<file path="src/hw/rtl/assert_macros.svh">
// assertion macros shared by the quaternion unit rtl
// depends on a clock named i_clk and an active-low reset named i_rst_n in scope
`ifndef ASSERT_MACROS_SVH
`define ASSERT_MACROS_SVH

// property checked on every clock outside reset
`define QAU_ASSERT(label, prop, msg) \
    label: assert property (@(posedge i_clk) disable iff (!i_rst_n) (prop)) else $error(msg);

// property checked on every clock, reset included
`define QAU_ASSERT_ALWAYS(label, prop, msg) \
    label: assert property (@(posedge i_clk) (prop)) else $error(msg);

`endif

</file>
<file path="src/hw/rtl/qau_pkg.sv">
// types, constants and helpers of the quaternion arithmetic unit
// no dependencies
package qau_pkg;

    localparam int FRAC_BITS_DEF = 16;
    localparam int QDEPTH        = 4;
    localparam int QW            = $clog2(QDEPTH);
    localparam int SAT_W         = 64;

    typedef enum logic [2:0] {
        CMD_ADD   = 3'd0,
        CMD_SUB   = 3'd1,
        CMD_SCALE = 3'd2,
        CMD_HAM   = 3'd3,
        CMD_ROT   = 3'd4
    } t_cmd;

    // one-hot operation class made by the front
    typedef enum logic [5:0] {
        OP_NONE  = 6'b000001,
        OP_ADD   = 6'b000010,
        OP_SUB   = 6'b000100,
        OP_SCALE = 6'b001000,
        OP_HAM   = 6'b010000,
        OP_ROT   = 6'b100000
    } t_op;

    typedef struct packed {
        logic [2:0]         command;
        logic signed [31:0] a_w;
        logic signed [31:0] a_x;
        logic signed [31:0] a_y;
        logic signed [31:0] a_z;
        logic signed [31:0] b_w;
        logic signed [31:0] b_x;
        logic signed [31:0] b_y;
        logic signed [31:0] b_z;
    } t_in;

    typedef struct packed {
        logic signed [31:0] r_w;
        logic signed [31:0] r_x;
        logic signed [31:0] r_y;
        logic signed [31:0] r_z;
    } t_out;

    typedef struct packed {
        t_op op;
        t_in data;
    } t_item;

    function automatic logic signed [31:0] sat32(input logic signed [SAT_W-1:0] v);
        logic signed [SAT_W-1:0] hi;
        logic signed [SAT_W-1:0] lo;
        hi = SAT_W'(signed'(32'h7fffffff));
        lo = SAT_W'(signed'(32'h80000000));
        if (v > hi) begin
            return 32'sh7fffffff;
        end else if (v < lo) begin
            return 32'sh80000000;
        end
        return 32'(v);
    endfunction

endpackage

</file>
<file path="src/hw/rtl/qau_queue.sv">
// short queue between front and back
// depends on qau_pkg and assert_macros.svh
`include "assert_macros.svh"
module qau_queue (
    input  logic              i_clk,
    input  logic              i_rst_n,
    input  logic              i_push,
    output logic              o_push_rdy,
    input  qau_pkg::t_item    i_item,
    output logic              o_valid,
    input  logic              i_pop,
    output qau_pkg::t_item    o_item
);

    qau_pkg::t_item              r_mem [qau_pkg::QDEPTH];
    logic [qau_pkg::QW-1:0]      r_wr;
    logic [qau_pkg::QW-1:0]      r_rd;
    logic [qau_pkg::QW:0]        r_count;
    logic                        w_push;
    logic                        w_pop;

    assign o_push_rdy = (r_count != (qau_pkg::QW+1)'(qau_pkg::QDEPTH));
    assign o_valid    = (r_count != '0);
    assign o_item     = r_mem[r_rd];
    assign w_push     = i_push && o_push_rdy;
    assign w_pop      = i_pop && o_valid;

    always_ff @(posedge i_clk) begin
        if (!i_rst_n) begin
            r_wr    <= '0;
            r_rd    <= '0;
            r_count <= '0;
        end else begin
            if (w_push) begin
                r_wr <= r_wr + 1'b1;
            end
            if (w_pop) begin
                r_rd <= r_rd + 1'b1;
            end
            if (w_push && !w_pop) begin
                r_count <= r_count + 1'b1;
            end else if (w_pop && !w_push) begin
                r_count <= r_count - 1'b1;
            end
        end
    end

    always_ff @(posedge i_clk) begin
        if (w_push) begin
            r_mem[r_wr] <= i_item;
        end
    end

    `QAU_ASSERT(a_count_bound, r_count <= (qau_pkg::QW+1)'(qau_pkg::QDEPTH), "queue count over depth")
    `QAU_ASSERT(a_ptr_gap, r_wr == r_rd + qau_pkg::QW'(r_count), "queue pointers disagree with count")

endmodule

</file>
<file path="config.mk">
export PLATFORM = sky130hd
export DESIGN_NAME = qau_queue
export DESIGN_NICKNAME = d
export VERILOG_FILES = /design/src/hw/rtl/qau_pkg.sv /design/src/hw/rtl/qau_queue.sv
export VERILOG_INCLUDE_DIRS = /design/src /design/src/hw/rtl
export SDC_FILE = /design/constraint.sdc
export NUM_CORES = 1
export LEC_CHECK = 0
export BUFFER_PORTS_ARGS = -buffer_cell sky130_fd_sc_hd__buf_4
export CAP_MARGIN = 10
export CORE_MARGIN = 2
export CORE_UTILIZATION = 49
export CTS_CLUSTER_SIZE = 28
export DETAILED_ROUTE_END_ITERATION = 6
export MAX_ROUTING_LAYER = met4
export PLACE_DENSITY = 0.67
export SLEW_MARGIN = 20
export SYNTH_ARGS = -nofsm -noshare
export SYNTH_HDL_FRONTEND = slang
export SYNTH_SLANG_ARGS = --single-unit
</file>
<file path="constraint.sdc">
create_clock -name i_clk -period 9.65 [get_ports i_clk]
set_input_delay 0.4825 -clock i_clk [delete_from_list [all_inputs] [get_ports i_clk]]
set_output_delay 0.4825 -clock i_clk [all_outputs]
set_load 0.02 [all_outputs]
</file>
==> results.tsv <==
metric	value	unit
outcome	complete, no violations	
Routed Antenna Nets	0	
Worst path most repeated cell	buf_4	
Tot GR Track Use	0.201	
RSZ-0062 raised after global routing	false	
Worst path top cell family by delay	buffers and inverters	
first drt pass iteration count	5	
routed wire length	80300	um
crit path cell chain	buf_4, buf_4, mux4_2, buf_4	
Global Route met1 Usage	0.250	
pre-CTS setup slack	5.77	ns
measured slew at the worst slew-check pin	1.08	ns
Setup Viol. Count Final	0	
fin nets	2556	
layout cells sized above 1	0.411	
clk_skew	0.0397	ns
yosys warns	0	
Clock Latency Late Sink	0.67	ns
met2 GRT Util	0.319	
crit path launch type	flop	
Slew Viols, Final	0	
Max Cap Viol	0	
die height	286	um
routed len/inst	23.3	um
fin crit period	4.38	ns
Final Cycle Share	0.454	
worst endpoint required time	9.17	ns
Critical Path Max Stage Delay	0.88	ns
die area	81800	um^2
worst hold path class	input pin to flop	
Initial Util	0.494	
DRC	0	
Max-slew headroom	0.278	
Worst Path Buf+Inv	3	
drt via density	5.30	
clk sinks	1069	
syn nets	1707	
port bufs	535	
count of cell types in the netlist	25	
Crit Path Class	flop to output pin	
Power Total	13.5	mW
grt total ovfl	0	
CTS buffer count	108	
Syn Area/Cell	27.2	um^2
final setup TNS	0	ns
deepest clock path buffer count	3	
CTS root buffer	clkbuf_16	
initial antenna violation count	17	
post-synthesis sequential area ratio	0.822	
GPL Wtd Cong	0.745	
num ports	536	
global-route wire length before repair	120000	um
P&R area growth vs syn	27.9	%
Worst Path Max Fanout	66	
vias	18200	
Max Fclk	228	MHz
detailed placement HPWL	46300	um
Rows	103	
Final Hold Viols	0	
crit path capture type	output pin	
Peak VDD IR	226	uV
Post-Syn Instances	1432	
largest net degree at the start of global routing	138	
post-synthesis cell area	39000	um^2
most crowded layer after global routing	met2	
Leak	16.7	nW
H-Tree Depth	3	
Seq cells post-synth	1069	
die width	286	um
CTS tree	built	
final worst setup slack	5.27	ns
clk slew on worst S/H paths	0.06	ns
core area	78900	um^2
PD cells	270	nW/um^2
Slowest-stage cell, CP	buf_4	
CP arrival	3.90	ns
initial DRC count	1207	
vias in the first global route	19600	
met3 Use GR	0.0665	
## where the power goes
part / total (mW) / internal (mW) / switching [mW]
combinational: 3.64 / 1.67 / 1.97
clock: 4.05 / 2.36 / 1.69
sequential: 5.78 / 5.64 / 0.141
## registers in the layout, indices dropped and copies added, names as in the netlist, named ones only
signal	flops
r_count	3
r_mem	1060
r_rd	2
r_wr	2
## kinds of logic (layout without fill, tap and decap cells)
family | count (synthesis) | in the layout | synth area share
flip-flops | 1069 | 1069 | 0.822
multiplexers | 268 | 268 | 0.154
buffers and inverters | 63 | 1001 | 0.0181
AND/OR/NAND/NOR | 17 | 17 | 0.00234
adder cells (fa/ha/maj) | 6 | 6 | 0.00212
AO/OA/AOI/OAI | 5 | 5 | 0.00103
XOR/XNOR | 4 | 4 | 0.000899
other | 0 | 20 | 0
## synthesized netlist by cell type, drive strengths merged
master | count | share of area
a21boi | 2 | 0.00048
and2 | 8 | 0.0013
buf | 56 | 0.017
clkbuf | 4 | 0.00039
dfxtp | 9 | 0.0046
edfxtp | 1060 | 0.82
fa | 1 | 0.00051
ha | 5 | 0.0016
inv | 3 | 0.00029
mux2i | 3 | 0.00077
mux4 | 265 | 0.15
nand2 | 5 | 0.00048
nor2 | 1 | 0.000096
nor2b | 1 | 0.00016
o21ai | 1 | 0.00013
o311ai | 1 | 0.00022
o31ai | 1 | 0.00019
or3 | 2 | 0.00032
xnor2 | 3 | 0.00067
xor2 | 1 | 0.00022
## layout make-up
class	instances	area, um^2
Antenna cell	20	50.0
Timing Repair Buffer	799	6690
Multi-Input combinational cell	300	6260
Tap cell	1050	1310
Clock buffer	133	2840
Clock inverter	66	649
Fill cell	5270	29000
Inverter	3	11.3
Sequential cell	1069	32000
## per-layer routing
metal	share of wire	vias to the layer above
met5	0	-
met4	0.024	0
met3	0.088	120
met2	0.50	601
met1	0.39	9535
li1	-	7964
## cell usage in the layout, fill, tap and decap left out, types with 2 or more instances in the layout
cell type / netlist / layout
ha_1: 5 / 5
nand2_1: 5 / 5
or3_1: 2 / 2
dfxtp_1: 9 / 7
and2_1: 8 / 4
edfxtp_1: 1060 / 1060
buf_4: 1 / 550
clkinv_16: 0 / 4
clkbuf_16: 0 / 110
inv_1: 3 / 3
bufinv_16: 0 / 10
dfxtp_4: 0 / 2
clkinv_2: 0 / 20
mux2i_1: 3 / 3
dlygate4sd3_1: 0 / 243
xnor2_1: 3 / 3
and2_4: 0 / 4
clkinv_1: 0 / 30
clkbuf_1: 4 / 23
mux4_2: 265 / 265
diode_2: 0 / 20
buf_12: 22 / 5
## through the flow
| stage | hold WS [ns] | instances | util | area (um^2) |
|---|---|---|---|---|
| 4_1_cts | 0.0000588 | 3419 | 0.631 | 49800 |
| 6_report | 0.0463 | 3440 | 0.632 | 49800 |
| 5_1_grt | 0.00596 | 3436 | 0.632 | 49800 |
| 3_5_place_dp | 0.503 | 2977 | 0.556 | 43800 |
| 3_3_place_gp | 0.476 | 2977 | 0.556 | 43800 |
| 2_1_floorplan | 0.468 | 1432 | - | 39000 |
## worst paths after layout
kind                            startpoint           end  slack (ns)  depth (start not counted)
worst min register to register     r_wr[1]       r_wr[1]        0.51                          2
worst max-delay path                  flop   o_item[194]        5.27                          4
worst min-delay path            i_item[65]  r_mem[2][65]        0.05                          1
worst max register to register  r_count[0]  r_mem[3][49]        5.82                          5
## worst register-to-register path: cells and delay by family, from the launching register on
kind                   cells  cell delay [ns]
DFF                        1             0.45
buffers and inverters      2             1.86
AOI/OAI and AO/OA          1             0.32
and+or+nand+nor            2             0.75
## what timing repair did
item                      CTS  global route
gates resized for setup     0             0
buffers inserted            0             0
hold buffers              243             0
hold endpoints to repair  919             0
No activity file was read; power rests on OpenSTA's default activity.
