### src/hw/rtl/assert_macros.svh
// assertion macros shared by the quaternion unit rtl
// depends on a clock named i_clk and an active-low reset named i_rst_n in scope
`ifndef ASSERT_MACROS_SVH
`define ASSERT_MACROS_SVH

// property checked on every clock outside reset
`define QAU_ASSERT(label, prop, msg) \
    label: assert property (@(posedge i_clk) disable iff (!i_rst_n) (prop)) else $error(msg);

// property checked on every clock, reset included
`define QAU_ASSERT_ALWAYS(label, prop, msg) \
    label: assert property (@(posedge i_clk) (prop)) else $error(msg);

`endif

### src/hw/rtl/qau_pkg.sv
// types, constants and helpers of the quaternion arithmetic unit
// no dependencies
package qau_pkg;

    localparam int FRAC_BITS_DEF = 16;
    localparam int QDEPTH        = 4;
    localparam int QW            = $clog2(QDEPTH);
    localparam int SAT_W         = 64;

    typedef enum logic [2:0] {
        CMD_ADD   = 3'd0,
        CMD_SUB   = 3'd1,
        CMD_SCALE = 3'd2,
        CMD_HAM   = 3'd3,
        CMD_ROT   = 3'd4
    } t_cmd;

    // one-hot operation class made by the front
    typedef enum logic [5:0] {
        OP_NONE  = 6'b000001,
        OP_ADD   = 6'b000010,
        OP_SUB   = 6'b000100,
        OP_SCALE = 6'b001000,
        OP_HAM   = 6'b010000,
        OP_ROT   = 6'b100000
    } t_op;

    typedef struct packed {
        logic [2:0]         command;
        logic signed [31:0] a_w;
        logic signed [31:0] a_x;
        logic signed [31:0] a_y;
        logic signed [31:0] a_z;
        logic signed [31:0] b_w;
        logic signed [31:0] b_x;
        logic signed [31:0] b_y;
        logic signed [31:0] b_z;
    } t_in;

    typedef struct packed {
        logic signed [31:0] r_w;
        logic signed [31:0] r_x;
        logic signed [31:0] r_y;
        logic signed [31:0] r_z;
    } t_out;

    typedef struct packed {
        t_op op;
        t_in data;
    } t_item;

    function automatic logic signed [31:0] sat32(input logic signed [SAT_W-1:0] v);
        logic signed [SAT_W-1:0] hi;
        logic signed [SAT_W-1:0] lo;
        hi = SAT_W'(signed'(32'h7fffffff));
        lo = SAT_W'(signed'(32'h80000000));
        if (v > hi) begin
            return 32'sh7fffffff;
        end else if (v < lo) begin
            return 32'sh80000000;
        end
        return 32'(v);
    endfunction

endpackage

### src/hw/rtl/qau_front.sv
// front: takes input beats, classifies the command, hands items to the queue
// depends on qau_pkg
module qau_front (
    input  logic              i_clk,
    input  logic              i_rst_n,
    input  logic              i_valid,
    output logic              o_ready,
    input  qau_pkg::t_in      i_item,
    output logic              o_push,
    input  logic              i_push_rdy,
    output qau_pkg::t_item    o_item
);

    logic           r_vld;
    qau_pkg::t_item r_item;
    qau_pkg::t_op   w_op;

    always_comb begin
        unique case (i_item.command)
            qau_pkg::CMD_ADD:   w_op = qau_pkg::OP_ADD;
            qau_pkg::CMD_SUB:   w_op = qau_pkg::OP_SUB;
            qau_pkg::CMD_SCALE: w_op = qau_pkg::OP_SCALE;
            qau_pkg::CMD_HAM:   w_op = qau_pkg::OP_HAM;
            qau_pkg::CMD_ROT:   w_op = qau_pkg::OP_ROT;
            default:            w_op = qau_pkg::OP_NONE;
        endcase
    end

    assign o_ready = !r_vld || i_push_rdy;
    assign o_push  = r_vld;
    assign o_item  = r_item;

    always_ff @(posedge i_clk) begin
        if (!i_rst_n) begin
            r_vld <= 1'b0;
        end else if (i_valid && o_ready) begin
            r_vld <= 1'b1;
        end else if (i_push_rdy) begin
            r_vld <= 1'b0;
        end
    end

    always_ff @(posedge i_clk) begin
        if (i_valid && o_ready) begin
            r_item.op   <= w_op;
            r_item.data <= i_item;
        end
    end

endmodule

### config.mk
export PLATFORM = sky130hd
export DESIGN_NAME = qau_front
export DESIGN_NICKNAME = d
export VERILOG_FILES = /design/src/hw/rtl/assert_macros.svh /design/src/hw/rtl/qau_pkg.sv /design/src/hw/rtl/qau_front.sv
export SDC_FILE = /design/constraint.sdc
export NUM_CORES = 1
export LEC_CHECK = 0
export BUFFER_PORTS_ARGS = -buffer_cell sky130_fd_sc_hd__buf_2
export CAP_MARGIN = 20
export CORE_AREA = 10 10 197 199
export DETAILED_ROUTE_END_ITERATION = 16
export DIE_AREA = 0 0 207 209
export PLACE_DENSITY = 0.51
export SETUP_SLACK_MARGIN = 0.15
export SYNTH_ARGS = -nofsm -noshare
export SYNTH_HDL_FRONTEND = slang
export SYNTH_SLANG_ARGS = --single-unit
### constraint.sdc
create_clock -name i_clk -period 13.8 [get_ports i_clk]
set_input_delay 0 -clock i_clk [delete_from_list [all_inputs] [get_ports i_clk]]
set_output_delay 0 -clock i_clk [all_outputs]
set_load 0.005 [all_outputs]
==> flow_summary.yaml, run 1 <==
outcome:
  status: "finished clean"
critical_path:
  cpMostUsedCell: "buf_4"
  critPathRequiredTime_ps: 13960
  cpPeakStageDelay_ps: 760
  cp-end-kind: "flop"
  path_cells: "nand2b_4 > and2_4 > buf_4 > buf_4"
  arrival_ps: 3170
  path_class: "flop to flop"
  startpoint_type: "flop"
  crit_fanout: 68
  cp_top_family: "buffers and inverters"
  cpMaxStageDelayCell: "buf_4"
  crit_buf_inv: 2
drt:
  vias: 5960
  firstDrtPassIters: 4
  wire_per_inst_um: 18.8
  drt_iter0_drc: 241
  ant_nets: 0
  drc: 0
  routed_wl_mm: 29.7
  vias_per_cell: 3.77
sta:
  skew_ps: 10.4
  fin_tns_setup_ps: 0
  hold_violations: 0
  post-route-period-util_pct: 21.8
  max_freq_ghz: 0.333
  drv_slew: 0
  fin_crit_ps: 3010
  worst_hold_slack_ps: 157
  grt_setup_unrepaired: "no"
  finalWorstSetupSlack_ps: 10790
  slew_headroom_pct: 30.4
  worst_slew_pin_slew_ps: 1040
  setup_viol: 0
grt:
  globalRouteTotalUtil_pct: 13.1
  antenna_found_initial: 2
  grt_max_degree: 83
  grt_overflow: 0
  grt_pass1_wl_mm: 44.2
  grt_pass1_vias: 6965
synthesis:
  synthTopCellsByCount: "edfxtp_1 (265), nor3b_1 (3)"
  syn_area_per_cell_um2: 29.2
  synth_edf_count: 265
  synth.yosys.seq_area_share_pct: 99.1
  synth_most_common_cell: "edfxtp_1"
  synth_top_family_by_area: "simple AND/OR/NAND/NOR gates"
  synth-compound-area-share_pct: 0.186
  ys_async_sr_fraction_pct: 0
  synth_cell_type_count: 10
  syn_nets: 539
  synthMuxAreaShare_pct: 0
  synth_xor_xnor_area_share_pct: 0
  yosys.area_share.adder_pct: 0
  synth_seq_cells: 266
  synth_top_area_share_pct: 98.8
  ys.flop_type: "edfxtp_1"
  synthCells: 276
  synthSimpleGateAreaFrac_pct: 0.715
  netlist_area_mm2: 0.00805
  synth_area_leaders: "edfxtp_1 (99%), nor3b_1 (0.28%), dfxtp_1 (0.25%)"
  yosysTopAreaCell: "edfxtp_1"
  synth_warnings: 0
floorplan:
  start_util_pct: 23.0
  die_h_um: 209
  dieArea_mm2: 0.0433
  core_mm2: 0.0351
  io_pins: 530
  die_w_um: 207
  fp-row-count: 69
placed_design:
  place_congestion: 0.766
  dp_hpwl_mm: 21.0
  portBuffers: 529
  dp_slack_ps: 10750
cts:
  clkLatencyLatePin_ps: 550
  cts.repair.resized: 0
  clockRootBuffer: "clkbuf_16"
  cts_tree: "done"
  clk_path_buf_depth: 3
  cts-buffers-inserted: 29
  h-tree-depth: 1
  path_clk_slew_ps: 60
  cts.sinks: 266
  post_cts_buffers: 0
layout:
  drive_gt1_share_pct: 51.0
  area_growth_pct: 83.7
  num-nets-final: 1363
run:
  drv_cap: 0
pwr:
  peakVddDrop_mv: 0.0883
  p_leak_nw: 6.22
  p_per_area_mw_per_mm2: 126
worst_hold_path:
  hold_path.class: "input port to flop"
[power by group]
| group | internal [mW] | leakage [nW] | switching [mW] |
|---|---|---|---|
| registers | 0.947 | 2.57 | 0.0124 |
| logic | 0.104 | 3.22 | 0.0757 |
| clock network | 0.418 | 0.428 | 0.305 |
| total | 1.47 | 6.22 | 0.393 |
[registers in the layout, summed over array words and instances, names as in the netlist]
| name | count |
|---|---|
| o_item | 265 |
| o_push | 1 |
[per-layer routing]
metal | track usage (%) | vias to the layer above | share of wire (%)
met4 | 4.15 | 2 | 2.2
met5 | 0 | - | 0.024
li1 | - | 2776 | -
met2 | 22.8 | 319 | 51
met3 | 5.58 | 47 | 10
met1 | 14.0 | 2816 | 36
[worst register-to-register path, stage by stage (launching register included)]
cell	delay, ps
dfxtp_1	330
nand2b_4	80
and2_4	600
buf_4	770
buf_4	780
[per-stage QoR]
stage                     util (%)  area, um2  cells  power, mW
final                         42.2      14800   1583       1.86
after global routing          42.2      14800   1583       1.94
after global placement        32.2      11300   1269       1.10
after CTS                     42.2      14800   1582       1.88
after floorplan                  -       8050    276       1.01
after detailed placement      32.2      11300   1269       1.10
[kinds of logic after synthesis]
family	count (synthesis)
DFF	266
and+or+nand+nor	7
AOI/OAI and AO/OA	2
buffers and inverters	1
[final timing paths]
| path | startpoint | cells after the start | to | slack, ps |
|---|---|---|---|---|
| max | o_push | 4 | o_item[69] | 10790 |
| min | i_item[28] | 2 | o_item[28] | 160 |
| max reg2reg | o_push | 4 | o_item[69] | 10790 |
| min reg2reg | o_push | 2 | o_item[98] | 1060 |
[layout by cell type (no fill, tap or decap)]
cell and n:
and2_4 1, inv_6 1, nor3b_1 3, clkinvlp_4 1, nand2b_4 1, dfxtp_1 1
nor3_1 1, a21boi_0 1, and3b_2 1, clkbuf_16 29, buf_4 3, edfxtp_1 265
clkinv_2 4, clkinv_1 12, o21a_1 1, diode_2 1, clkbuf_1 3, inv_1 1
dlygate4sd3_1 261, bufinv_16 2, buf_2 529
[repair_timing]
item / CTS / global route
endpoints found under the hold margin: 266 / 0
hold buffers: 261 / 0
endpoints found under the setup margin: 0 / 0
[final cells by class]
type | instances | area [um2]
clock inverter | 20 | 141
fill | 3159 | 20300
inverter | 1 | 3.75
timing repair buffer | 793 | 5280
tap | 461 | 577
clock buffer | 32 | 737
sequential | 266 | 7980
multi-input combinational | 9 | 75.1
antenna | 1 | 2.50
Note: power is estimated with default switching activity, not from simulation.
==> run 2: changes to the inputs <==
Settings changed: CORE_AREA 10 10 197 199 to 10 10 196 198, DIE_AREA 0 0 207 209 to 0 0 206 208, PLACE_DENSITY 0.51 to 0.54.
Clock period 13.8 ns to 2.7 ns, I/O delays scaled along.
==> run 2 against run 1 <==
Effect of this change: first-iteration DRC count down 2.1%; sequential share of layout area down 0.77 points; via count up 2.0%; sequential power rose to 5.1 times the previous value; critical path type unchanged; register-to-register slack worse by 9700 ps; core utilization up 1.5 points; clock skew down 1.7 ps; critical path depth unchanged; non-clock buffer count up 12; worst setup slack worse by 9700 ps; clock power rose to 5.3 times the previous value; final cell count up 0.13%.
==> flow_summary.yaml, run 2 (synthesized netlist as in run 1, its figures left out) <==
outcome:
  status: "finished clean"
critical_path:
  rr_worst_depth: 4
  reg2reg_from: "o_push"
  ff2ff_setup_slack_ps: 1090
  cp-end-kind: "flop"
  path_cells: "nand2b_4 > and2_4 > buf_12 > buf_12"
  startpoint_type: "flop"
  cpPeakStageDelay_ps: 400
  cpMostUsedCell: "buf_12"
  critPathRequiredTime_ps: 2930
  r2r-end: "o_item[111]"
  path_class: "flop to flop"
  cpMaxStageDelayCell: "and2_4"
  arrival_ps: 1830
  crit_fanout: 34
layout:
  instances_no_fill: 1585
  final_common_cell: "buf_2"
  final_cell_mix: "buf_2 (529), edfxtp_1 (265), dlygate4sd3_1 (261)"
  num-nets-final: 1374
  largest_reg_flops: 265
  multi_input_area_um2: 75.1
  n_fill_cell: 3013
  drive_gt1_share_pct: 52.1
  area_growth_pct: 86.4
  seq_area_mm2: 0.00798
cts:
  path_clk_slew_ps: 60
  cts-buffers-inserted: 28
  h-tree-depth: 1
  cts_tree: "done"
  clkLatencyLatePin_ps: 530
  clk_path_buf_depth: 3
  clockRootBuffer: "clkbuf_16"
  cts.sinks: 266
pwr:
  p_leak_nw: 6.34
  p_total_mw: 9.67
  peakVddDrop_mv: 0.559
  p_per_area_mw_per_mm2: 644
grt:
  grt_overflow: 0
  grt_max_degree: 73
  grt_pass1_wl_mm: 44.7
  grt_pass1_vias: 7122
  globalRouteTotalUtil_pct: 13.4
  antenna_found_initial: 4
sta:
  post-route-period-util_pct: 59.4
  skew_ps: 8.76
  worst_slew_pin_slew_ps: 416
  finalWorstSetupSlack_ps: 1090
  slew_headroom_pct: 72.3
  max_freq_ghz: 0.623
  hold_violations: 0
  setup_viol: 0
  fin_tns_setup_ps: 0
  fin_crit_ps: 1610
  grt_setup_unrepaired: "no"
  worst_hold_slack_ps: 65.2
  drv_slew: 0
drt:
  firstDrtPassIters: 6
  vias_per_cell: 3.84
  ant_nets: 0
  wire_per_inst_um: 19.0
  drc: 0
  drt_iter0_drc: 236
  routed_wl_mm: 30.1
  vias: 6081
placed_design:
  dp_slack_ps: 1090
  portBuffers: 529
  dp.cells: 1275
  dp_hpwl_mm: 22.3
  place_congestion: 0.822
worst_hold_path:
  hold_path.class: "input port to flop"
  min_from: "i_valid"
  min_to: "o_item[185]"
  holdPathStages: 2
floorplan:
  dieArea_mm2: 0.0428
  die_w_um: 206
  fp-row-count: 68
  io_pins: 530
  start_util_pct: 23.4
  die_h_um: 208
  core_mm2: 0.0344
run:
  drv_cap: 0
==> run 2: changes by cell type in the layout (fill, tap and decap cells not counted), sizes merged <==
cell and delta:
buf +12, clkinv -8, bufinv +2, clkbuf +2
diode +2, clkinvlp -1, inv -1
==> run 2: how the worst max path moves through the flow <==
stage / from / end / depth (start not counted)
after floorplan: o_push / o_item[0] / 2
after global placement: o_push / o_item[83] / 4
after detailed placement: o_push / o_item[83] / 4
after CTS: o_push / o_item[111] / 4
after global routing: o_push / o_item[233] / 4
final: o_push / o_item[111] / 4
==> run 2: what timing repair did <==
action	in CTS	in global routing
gates resized for setup	0	0
endpoints found under the setup margin	0	0
hold buffers	261	0
hold endpoints to repair	266	0
setup buffers	0	0
==> run 2: area by class of cell <==
class	instances	area share (%)
timing repair buffer	805	36.5
clock inverter	12	1.08
inverter	1	0.0250
clock buffer	34	4.96
tap	455	3.79
sequential	266	53.1
multi-input combinational	9	0.500
antenna	3	0.0500
==> run 2: per-stage QoR <==
step / cell area (um2) / utilization [%]
after floorplan: 8060 / -
after global placement: 11500 / 33.4
after detailed placement: 11500 / 33.4
after CTS: 15000 / 43.7
after global routing: 15000 / 43.7
final: 15000 / 43.7
==> run 2: critical path, delay by kind of cell (launching register included) <==
family,cells,cell delay [ps]
simple gates,2,470
buf+inv,2,460
flops,1,330
==> run 2: power breakdown <==
part / switching (mW) / internal, mW / total (mW)
sequential: 0.0685 / 4.84 / 4.90
combinational: 0.396 / 0.566 / 0.962
clock: 1.48 / 2.32 / 3.80
==> run 2: per-layer routing <==
layer,global-route usage (%),share of wire (%),vias to the layer above
met1,13.7,34,2917
met5,0,0,-
li1,-,-,2802
met3,5.50,12,36
met2,24.3,52,326
met4,4.11,1.9,0
